==> src/sv/rsbc_pkg.sv <==
// rsbc_pkg: shared constants for the remote switch bypass controller
// action codes, configuration register indexes and reset values
// no dependencies
`timescale 1ns / 1ps
`default_nettype none

package rsbc_pkg;

  localparam int TICK_COUNT_WIDTH_DEF = 16;

  localparam int CFG_DATA_W  = 16;
  localparam int CFG_INDEX_W = 2;
  localparam int ACTION_W    = 3;

  // action codes
  localparam logic [ACTION_W-1:0] ACT_TICK      = 3'd0;
  localparam logic [ACTION_W-1:0] ACT_BUTTON    = 3'd1;
  localparam logic [ACTION_W-1:0] ACT_MSG_ON    = 3'd2;
  localparam logic [ACTION_W-1:0] ACT_MSG_OFF   = 3'd3;
  localparam logic [ACTION_W-1:0] ACT_MSG_OTHER = 3'd4;

  // configuration register indexes
  localparam logic [CFG_INDEX_W-1:0] REG_ACK_TIMEOUT    = 2'd0;
  localparam logic [CFG_INDEX_W-1:0] REG_DISCHARGE      = 2'd1;
  localparam logic [CFG_INDEX_W-1:0] REG_TOGGLE_ON_FALL = 2'd2;
  localparam logic [CFG_INDEX_W-1:0] REG_TOGGLE_ON_RISE = 2'd3;

  // configuration reset values
  localparam logic [CFG_DATA_W-1:0] ACK_TIMEOUT_RST = 16'd1500;
  localparam logic [CFG_DATA_W-1:0] DISCHARGE_RST   = 16'd1000;
  localparam logic                  TOGGLE_FALL_RST = 1'b1;
  localparam logic                  TOGGLE_RISE_RST = 1'b0;

endpackage

`default_nettype wire

==> src/sv/remote_switch_bypass_controller.sv <==
// remote_switch_bypass_controller: lamp toggle, acknowledgement timer and relay bypass
// depends on rsbc_pkg
//
// Usage:
//   Input words (in_action, in_button_level) arrive on a valid/ready channel:
//   ticks, button changes and lamp state messages. Every accepted word yields
//   exactly one result word on the out_ channel: relay drive, lamp state,
//   command request with its value, bypass flag and timeout flag.
//   The result of a word accepted at one edge is valid right after that edge.
//   Throughput is one word per cycle while out_ready is high; the next state
//   is computed from the state registers and the incoming word in one pass.
//   in_ready is high whenever the result register is empty or is being
//   taken in the same cycle, so a stalled receiver holds the result and
//   stops input after one word.
//   Configuration (cfg_we, cfg_index, cfg_wdata) is to be written by the user
//   only while the block is idle; the block itself does not enforce this.
//   Synchronous reset (rst_n low) turns the lamp off, opens the relay, clears
//   the wait and discharge counters, empties the result register and loads
//   the configuration defaults.
`timescale 1ns / 1ps
`default_nettype none

module remote_switch_bypass_controller #(
  parameter int TICK_COUNT_WIDTH = rsbc_pkg::TICK_COUNT_WIDTH_DEF
) (
  input  wire logic                             clk,
  input  wire logic                             rst_n,
  input  wire logic                             in_valid,
  output logic                                  in_ready,
  input  wire logic [rsbc_pkg::ACTION_W-1:0]    in_action,
  input  wire logic                             in_button_level,
  output logic                                  out_valid,
  input  wire logic                             out_ready,
  output logic                                  out_relay_drive,
  output logic                                  out_lamp_state,
  output logic                                  out_send_command,
  output logic                                  out_command_value,
  output logic                                  out_bypass_active,
  output logic                                  out_timeout_event,
  input  wire logic                             cfg_we,
  input  wire logic [rsbc_pkg::CFG_INDEX_W-1:0] cfg_index,
  input  wire logic [rsbc_pkg::CFG_DATA_W-1:0]  cfg_wdata
);

  localparam int W     = TICK_COUNT_WIDTH;
  localparam int CMP_W = (W > rsbc_pkg::CFG_DATA_W) ? W : rsbc_pkg::CFG_DATA_W;
  localparam logic [W-1:0] CNT_MAX = '1;

  // configuration
  logic [rsbc_pkg::CFG_DATA_W-1:0] ack_timeout_r;
  logic [rsbc_pkg::CFG_DATA_W-1:0] discharge_ticks_r;
  logic                            toggle_on_fall_r;
  logic                            toggle_on_rise_r;

  // state
  logic         lamp_on_r, lamp_on_nxt;
  logic         relay_closed_r, relay_closed_nxt;
  logic         command_failed_r, command_failed_nxt;
  logic         awaiting_ack_r, awaiting_ack_nxt;
  logic [W-1:0] wait_count_r, wait_count_nxt;
  logic [W-1:0] discharge_count_r, discharge_count_nxt;

  logic         send_nxt;
  logic         timeout_nxt;
  logic         out_valid_r;
  logic         in_accept;
  logic [W-1:0] discharge_load;

  assign in_ready  = !out_valid_r || out_ready;
  assign in_accept = in_valid && in_ready;
  assign out_valid = out_valid_r;

  always_ff @(posedge clk) begin
    if (!rst_n) begin
      ack_timeout_r     <= rsbc_pkg::ACK_TIMEOUT_RST;
      discharge_ticks_r <= rsbc_pkg::DISCHARGE_RST;
      toggle_on_fall_r  <= rsbc_pkg::TOGGLE_FALL_RST;
      toggle_on_rise_r  <= rsbc_pkg::TOGGLE_RISE_RST;
    end else if (cfg_we) begin
      unique case (cfg_index)
        rsbc_pkg::REG_ACK_TIMEOUT:    ack_timeout_r     <= cfg_wdata;
        rsbc_pkg::REG_DISCHARGE:      discharge_ticks_r <= cfg_wdata;
        rsbc_pkg::REG_TOGGLE_ON_FALL: toggle_on_fall_r  <= cfg_wdata[0];
        rsbc_pkg::REG_TOGGLE_ON_RISE: toggle_on_rise_r  <= cfg_wdata[0];
        default: ;
      endcase
    end
  end

  // discharge interval saturated to the counter width
  assign discharge_load = (CMP_W'(discharge_ticks_r) > CMP_W'(CNT_MAX)) ?
                          CNT_MAX : W'(discharge_ticks_r);

  always_comb begin
    lamp_on_nxt         = lamp_on_r;
    relay_closed_nxt    = relay_closed_r;
    command_failed_nxt  = command_failed_r;
    awaiting_ack_nxt    = awaiting_ack_r;
    wait_count_nxt      = wait_count_r;
    discharge_count_nxt = discharge_count_r;
    send_nxt            = 1'b0;
    timeout_nxt         = 1'b0;
    unique case (in_action)
      rsbc_pkg::ACT_TICK: begin
        if (discharge_count_r != '0) begin
          discharge_count_nxt = discharge_count_r - W'(1);
          if (discharge_count_nxt == '0 && command_failed_r) begin
            relay_closed_nxt = lamp_on_r;
          end
        end
        if (awaiting_ack_r) begin
          if (CMP_W'(wait_count_r) >= CMP_W'(ack_timeout_r) || wait_count_r == CNT_MAX) begin
            awaiting_ack_nxt   = 1'b0;
            wait_count_nxt     = '0;
            command_failed_nxt = 1'b1;
            timeout_nxt        = 1'b1;
            if (lamp_on_r && relay_closed_nxt) begin
              relay_closed_nxt    = 1'b0;
              discharge_count_nxt = discharge_load;
            end
          end else begin
            wait_count_nxt = wait_count_r + W'(1);
          end
          if (command_failed_nxt && discharge_count_nxt == '0) begin
            relay_closed_nxt = lamp_on_r;
          end
        end
      end
      rsbc_pkg::ACT_BUTTON: begin
        if ((!in_button_level && toggle_on_fall_r) || (in_button_level && toggle_on_rise_r)) begin
          lamp_on_nxt      = !lamp_on_r;
          send_nxt         = 1'b1;
          awaiting_ack_nxt = 1'b1;
          wait_count_nxt   = '0;
        end
      end
      rsbc_pkg::ACT_MSG_ON, rsbc_pkg::ACT_MSG_OFF, rsbc_pkg::ACT_MSG_OTHER: begin
        if (command_failed_r) begin
          send_nxt           = 1'b1;
          awaiting_ack_nxt   = 1'b1;
          wait_count_nxt     = '0;
          command_failed_nxt = 1'b0;
        end else if (in_action == rsbc_pkg::ACT_MSG_ON) begin
          lamp_on_nxt         = 1'b1;
          awaiting_ack_nxt    = 1'b0;
          wait_count_nxt      = '0;
          relay_closed_nxt    = 1'b1;
          discharge_count_nxt = '0;
        end else if (in_action == rsbc_pkg::ACT_MSG_OFF) begin
          lamp_on_nxt      = 1'b0;
          awaiting_ack_nxt = 1'b0;
          wait_count_nxt   = '0;
        end
      end
      default: ;
    endcase
  end

  always_ff @(posedge clk) begin
    if (!rst_n) begin
      lamp_on_r         <= 1'b0;
      relay_closed_r    <= 1'b0;
      command_failed_r  <= 1'b0;
      awaiting_ack_r    <= 1'b0;
      wait_count_r      <= '0;
      discharge_count_r <= '0;
      out_valid_r       <= 1'b0;
    end else begin
      if (in_accept) begin
        lamp_on_r         <= lamp_on_nxt;
        relay_closed_r    <= relay_closed_nxt;
        command_failed_r  <= command_failed_nxt;
        awaiting_ack_r    <= awaiting_ack_nxt;
        wait_count_r      <= wait_count_nxt;
        discharge_count_r <= discharge_count_nxt;
        out_valid_r       <= 1'b1;
      end else if (out_ready) begin
        out_valid_r <= 1'b0;
      end
    end
  end

  // result word register
  always_ff @(posedge clk) begin
    if (in_accept) begin
      out_relay_drive   <= relay_closed_nxt;
      out_lamp_state    <= lamp_on_nxt;
      out_send_command  <= send_nxt;
      out_command_value <= send_nxt && lamp_on_nxt;
      out_bypass_active <= command_failed_nxt;
      out_timeout_event <= timeout_nxt;
    end
  end

  a_discharge_relay_open: assert property (@(posedge clk) disable iff (!rst_n)
    discharge_count_r != '0 |-> !relay_closed_r)
    else $error("relay closed while discharge is running");

  a_idle_wait_clear: assert property (@(posedge clk) disable iff (!rst_n)
    !awaiting_ack_r |-> wait_count_r == '0)
    else $error("wait counter nonzero while not waiting");

  a_timeout_bypass: assert property (@(posedge clk) disable iff (!rst_n)
    out_valid_r && out_timeout_event |-> out_bypass_active && !out_send_command)
    else $error("timeout word without bypass");

  a_command_value: assert property (@(posedge clk) disable iff (!rst_n)
    out_valid_r && out_command_value |-> out_send_command && out_lamp_state)
    else $error("command value without command");

endmodule

`default_nettype wire
==> config.mk <==
export PLATFORM = sky130hd
export DESIGN_NAME = remote_switch_bypass_controller
export DESIGN_NICKNAME = d
export VERILOG_FILES = /design/src/sv/rsbc_pkg.sv /design/src/sv/remote_switch_bypass_controller.sv
export SDC_FILE = /design/constraint.sdc
export NUM_CORES = 1
export LEC_CHECK = 0
export ABC_CLOCK_PERIOD_IN_PS = 5800
export BUFFER_PORTS_ARGS = -buffer_cell sky130_fd_sc_hd__buf_2
export CAP_MARGIN = 0
export CORE_MARGIN = 5
export CORE_UTILIZATION = 25
export CTS_CLUSTER_DIAMETER = 150
export DETAILED_ROUTE_END_ITERATION = 16
export PLACE_DENSITY_LB_ADDON = 0.08
export SLEW_MARGIN = 20
export SYNTH_ARGS = -nofsm -noshare
export SYNTH_HDL_FRONTEND = slang
export SYNTH_SLANG_ARGS = --single-unit
==> constraint.sdc <==
create_clock -name clk -period 5.8 [get_ports clk]
set_clock_uncertainty 0.2 [all_clocks]
set_input_delay 1.16 -clock clk [delete_from_list [all_inputs] [get_ports clk]]
set_output_delay 1.16 -clock clk [all_outputs]
set_load 0.03 [all_outputs]
==> impl_metrics.csv, run 1 <==
group,metric,value,unit
status,status,"completed",
worst_setup_path,crit_arrival,3830,ps
logic_synthesis,ys.warnings.count,0,
timing,period_share,65.6,%
pwr,power_density,224,mW/mm²
worst_setup_path,critPathMaxStageDelay,530,ps
global_route,grt_usage,13.1,%
logic_synthesis,syn_avg_cell_area,7.96,µm²
routing,postRouteAntennaNets,0,
clock_network,clock_latency,340,ps
routing,firstDrtPassIters,5,
floorplan,dieArea,0.0214,mm²
logic_synthesis,ys_async_sr_fraction,0,%
pwr,ir_drop,114,µV
clock_network,htreeDepth,3,
global_route,grt_pass1_wl,22.7,mm
timing,fin_setup_tns,0,ps
logic_synthesis,synth_area_leader_cell,"dfxtp_1",
timing,worst_slack,1990,ps
pwr,power,1.18,mW
clock_network,cts_buffer_depth,2,
floorplan,initial_core_util,25.6,%
logic_synthesis,ys_ff_latch,77,
floorplan,rows,49,
logic_synthesis,synth_top_area_share,30.6,%
finish,fin_nets,654,
worst_setup_path,cp_top_family,"simple AND/OR/NAND/NOR gates",
routing,vias,4263,
logic_synthesis,synth-edff-count,6,
clock_network,cts_made_buffers,9,
routing,drt-initial-drc-count,297,
worst_setup_path,path_buf_inv,2,
timing,rsz0062_at_grt,"no",
clock_network,cts_setup_buffers,0,
timing,setup_viol,0,
finish,postLayoutCoreUtil,29.0,%
logic_synthesis,ys_seq_area_share,34.4,%
placement,post-place-ws,1610,ps
floorplan,die_h,146,µm
timing,drv_slew,0,
placement,placedCellCount,824,
routing,routed_via_density,5.08,
finish,stdcell_count,840,
worst_setup_path,start_kind,"register",
logic_synthesis,synthCells,584,
timing,hold_viol,0,
global_route,grt_pass1_vias,4246,
worst_setup_path,crit_cells,11,
worst_setup_path,end_kind,"register",
routing,wl_per_cell,16.4,µm
clock_network,holdBufCountCts,0,
global_route,antenna_found_initial,0,
worst_setup_path,crit_required,5830,ps
logic_synthesis,synthFlopType,"dfxtp_1",
clock_network,cts_tree,"yes",
worst_setup_path,crit_chain,"inv_1 > ha_1 > or3b_4 > a21oi_1 > or4_1 > a21oi_4 > a31oi_4 > nor3b_4 > buf_6 > o31ai_1 > a221o_1",
logic_synthesis,syn_area,0.00465,mm²
routing,drt-total-wl,13.8,mm
run,maxCapViolations,0,
timing,worstMarginPinSlew,1060,ps
floorplan,die_w,146,µm
floorplan,core,0.0181,mm²
logic_synthesis,synth_most_common_cell,"nand2_1",
timing,max_freq,0.263,GHz
clock_network,cts_sinks,77,
clock_network,postCtsResizedCells,0,
finish,fillers,2002,
worst_setup_path,critical_path_class,"register to register",
min_path,min_path_cells,2,
placement,port_buffers,34,
worst_setup_path,path_max_fanout,23,
routing,drc_errors,0,
global_route,grt_max_degree,31,
timing,fin_crit,3810,ps
timing,maxSlewHeadroom,29.0,%
finish,drive_gt1_share,13.6,%
min_path,hp-class,"register to register",
clock_network,cts-root-buf,"clkbuf_16",
worst_setup_path,r2r.worst_path.cells,11,
clock_network,clk_transition_reported_paths,60,ps
worst_setup_path,slowest_stage,"or4_1",
placement,hpwlAfterDp,10.5,mm
finish,diodes,0,
logic_synthesis,synthTopCellsByCount,"94 x nand2_1, 71 x dfxtp_1, 45 x nor2_1",
placement,place_congestion,0.866,
floorplan,pin_count,35,
pwr,p_leak,2.11,nW
global_route,grt.overflow.total,0,
logic_synthesis,synth.area.top_cells,"dfxtp_1 31%, nand2_1 7.6%, ha_1 5.4%, edfxtp_1 3.9%, nor2_1 3.6%",
logic_synthesis,synthDistinctLibCells,74,
finish,synthToLayoutAreaGrowth,13.2,%
logic_synthesis,syn_nets,631,
==> kinds of logic (layout without fill, tap and decap cells) <==
logic type,Yosys count,after routing,share of synthesized area (%)
simple gates,266,266,29.0
compound gates,129,129,19.2
flops,77,77,34.4
buf+inv,64,91,6.32
fa+ha+maj,20,20,5.38
xor+xnor,17,17,3.20
mux,11,11,2.45
==> cell usage in the layout (no fill, tap or decap), types with 4 or more instances in the layout <==
cell type / synthesis / final
buf_4: 0 / 8
nand2_1: 94 / 94
edfxtp_1: 6 / 6
nand4_1: 9 / 9
buf_2: 1 / 34
nor3b_1: 6 / 5
nor2b_1: 7 / 7
clkbuf_16: 0 / 9
o21ai_1: 7 / 7
xnor2_1: 7 / 7
a21oi_1: 33 / 33
nor2_1: 45 / 45
nor3_1: 14 / 14
and3_2: 4 / 4
o21ai_0: 15 / 15
nor4_1: 9 / 9
a211oi_1: 8 / 8
o311ai_0: 6 / 6
or4_1: 4 / 4
dfxtp_1: 71 / 71
and3_1: 8 / 8
inv_1: 33 / 33
a31oi_1: 4 / 4
o21a_1: 5 / 5
o211ai_1: 10 / 10
ha_1: 20 / 20
mux2i_1: 8 / 8
nand2b_1: 10 / 10
o31ai_1: 6 / 6
nand3_1: 30 / 30
xor2_1: 10 / 10
==> stage by stage <==
stage | instance area [µm²] | hold slack [ps]
floorplan | 4650 | 236
global placement | 5000 | 245
detailed placement | 5000 | 251
CTS | 5250 | 259
global route | 5270 | 281
finish | 5270 | 253
==> registers in the layout (all words and copies together), names as in the netlist, 16 cells and up <==
name	flops
ack_timeout_r	16
discharge_count_r	16
discharge_ticks_r	16
wait_count_r	16
==> worst reg2reg max path: stages (launching register included) <==
cell	delay, ps
dfxtp_1	490
inv_1	170
ha_1	320
or3b_4	370
a21oi_1	90
or4_1	530
a21oi_4	260
a31oi_4	150
nor3b_4	400
buf_6	260
o31ai_1	110
a221o_1	360
==> area by class of cell <==
cell class | count | area, µm² | area share, %
Multi-Input combinational cell | 443 | 2760 | 52.4
Sequential cell | 77 | 1600 | 30.4
Tap cell | 229 | 287 | 5.44
Timing Repair Buffer | 43 | 241 | 4.59
Clock buffer | 12 | 236 | 4.49
Inverter | 33 | 124 | 2.35
Clock inverter | 3 | 15.0 | 0.285
==> path summary, 6_finish.rpt <==
check	slack, ps	start	end
max	1990	discharge_count_r[0]	discharge_count_r[4]
min	250	ack_timeout_r[13]	ack_timeout_r[13]
max reg2reg	1990	discharge_count_r[0]	discharge_count_r[4]
min reg2reg	250	ack_timeout_r[13]	ack_timeout_r[13]
==> power by group <==
group / total (mW) / switching (mW) / internal, mW / leakage [nW]
clock network: 0.506 / 0.220 / 0.286 / 0.126
registers: 0.564 / 0.0120 / 0.552 / 0.637
logic: 0.108 / 0.0706 / 0.0369 / 1.35
total: 1.18 / 0.303 / 0.875 / 2.11
==> metal layers <==
metal | share of wire (%) | global-route usage (%) | vias to the layer above
met5 | 0 | 0 | -
met4 | 2.7 | 5.74 | 0
met1 | 49 | 17.7 | 1996
met2 | 45 | 20.5 | 91
li1 | - | - | 2156
met3 | 3.4 | 2.14 | 20
No activity file was read; power rests on OpenSTA's default activity.
==> inputs of run 2 (changes only) <==
Settings changed: ABC_CLOCK_PERIOD_IN_PS 5800 to 3200.
Clock period 5.8 ns to 3.2 ns, I/O delays scaled along.
==> run 2 against run 1 <==
Effect of this change: non-clock buffer count grew 44; combinational power increased by 91%; first-iteration DRC count rose by 1.0%; clock power is 130% higher; register-to-register slack worse by 1900 ps; power rose by 100%; design area rose by 9.6%; routed wire length is 5.8% higher; final cell count rose by 5.4%; count of clock-buffer cells in the layout shrank 2; largest cell class unchanged; sequential cell count stayed put; critical path depth increased by 1.
==> impl_metrics.csv, run 2 (synthesis results as in run 1) <==
group,metric,value,unit
clock_network,cts_sinks,77,
worst_setup_path,crit_required,3230,ps
placement,port_buffers,34,
global_route,grt.overflow.total,0,
timing,worst_slack,66.2,ps
worst_setup_path,start_kind,"register",
status,status,"completed",
routing,drt-initial-drc-count,300,
finish,layout_common_cells,"94 x nand2_1, 68 x dfxtp_1, 51 x buf_4, 45 x nor2_1, 34 x buf_2",
pwr,power,2.39,mW
pwr,ir_drop,241,µV
clock_network,clock_latency,350,ps
floorplan,dieArea,0.0214,mm²
worst_setup_path,critical_path_class,"register to register",
routing,postRouteAntennaNets,0,
placement,place_congestion,0.867,
worst_setup_path,end_kind,"register",
finish,fillers,1965,
floorplan,pin_count,35,
timing,hold_viol,0,
min_path,hp-class,"register to register",
placement,post-place-ws,-13.5,ps
timing,drv_slew,0,
floorplan,die_h,146,µm
finish,fin_nets,698,
clock_network,cts-root-buf,"clkbuf_16",
routing,drc_errors,0,
finish,postLayoutCoreUtil,31.8,%
clock_network,clk_transition_reported_paths,60,ps
timing,holdWs,258,ps
clock_network,htreeDepth,3,
timing,worstMarginPinSlew,662,ps
clock_network,cts_buffer_depth,2,
global_route,grt_max_degree,29,
timing,fin_crit,3130,ps
floorplan,initial_core_util,25.6,%
floorplan,rows,49,
timing,period_share,97.9,%
routing,vias,4388,
routing,wl_per_cell,16.5,µm
global_route,antenna_found_initial,0,
global_route,grt_pass1_vias,4274,
worst_setup_path,path_max_fanout,14,
clock_network,holdBufCountCts,0,
timing,max_freq,0.319,GHz
global_route,grt_usage,13.4,%
timing,setup_viol,0,
finish,regArea,0.00161,mm²
finish,synthToLayoutAreaGrowth,24.1,%
worst_setup_path,crit_arrival,3160,ps
run,maxCapViolations,0,
finish,diodes,0,
routing,drt-total-wl,14.6,mm
clock_network,cts_tree,"yes",
floorplan,die_w,146,µm
placement,hpwlAfterDp,10.9,mm
finish,final_common_cell,"nand2_1",
routing,firstDrtPassIters,5,
routing,routed_via_density,4.96,
pwr,p_leak,2.41,nW
finish,multi_input_area,0.00283,mm²
pwr,power_density,415,mW/mm²
global_route,grt_pass1_wl,23.1,mm
floorplan,core,0.0181,mm²
timing,maxSlewHeadroom,55.5,%
clock_network,cts_made_buffers,9,
finish,drive_gt1_share,22.3,%
## run 2: changes by cell type in the layout (fill, tap and decap cells not counted), moves of 2 or more
cell	before	now
buf_4	8	51
clkbuf_1	3	0
clkinv_2	3	0
dfxtp_1	71	68
dfxtp_2	0	3
bufinv_16	0	2
inv_1	33	31
inv_2	0	2
inv_6	0	2
## run 2: report_power, final
group / internal, mW / switching [mW] / total, mW / leakage [nW]
registers: 1.00 / 0.0227 / 1.02 / 0.638
logic: 0.0737 / 0.132 / 0.206 / 1.61
clock network: 0.713 / 0.452 / 1.17 / 0.164
## run 2: layout make-up
| type | count | share of cell area [%] |
|---|---|---|
| multi-input cells | 443 | 49.0 |
| inverters | 33 | 2.15 |
| repair buffers | 87 | 10.4 |
| flip-flops and latches | 77 | 27.8 |
| well taps | 229 | 4.96 |
| clock inverters | 6 | 1.60 |
| clock buffers | 10 | 4.14 |
## run 2: repair_timing
action                                 CTS  global route
pin swaps                                1             8
cloned                                   0             1
setup endpoints to repair                1            24
resized for setup                        0            21
buffers inserted                         1            11
endpoints found under the hold margin    0             0
## run 2: final timing paths
path / startpoint / to / slack [ps] / depth (start not counted)
setup reg to reg: discharge_count_r[1] / discharge_count_r[2] / 70 / 12
hold reg to reg: ack_timeout_r[13] / ack_timeout_r[13] / 260 / 2
setup / recovery: discharge_count_r[1] / discharge_count_r[2] / 70 / 12
hold / removal: ack_timeout_r[13] / ack_timeout_r[13] / 260 / 2
## run 2: critical path, stage by stage (launching register included)
cell and delay (ps):
dfxtp_1 350, inv_2 60, ha_2 170, or3b_4 280
buf_4 160, a21oi_1 70, or4_4 500, a21oi_4 220
a31oi_4 140, nor3b_4 260, buf_12 170, nor2_1 70
a221o_1 350
## run 2: routing by layer
layer	up-vias	GRT usage (%)	share of wire [%]
met3	19	1.89	3.2
li1	2231	-	-
met4	0	5.17	2.0
met2	75	20.9	45
met1	2063	18.8	50
met5	-	0	0
## run 2: per-stage QoR
step / setup TNS (ps) / area [µm²] / cells
after global placement: -44.6 / 5260 / 856
after floorplan: 0 / 4650 / 584
after detailed placement: -13.5 / 5260 / 856
final: 0 / 5770 / 885
after global routing: -15.3 / 5770 / 885
after CTS: 0 / 5590 / 873
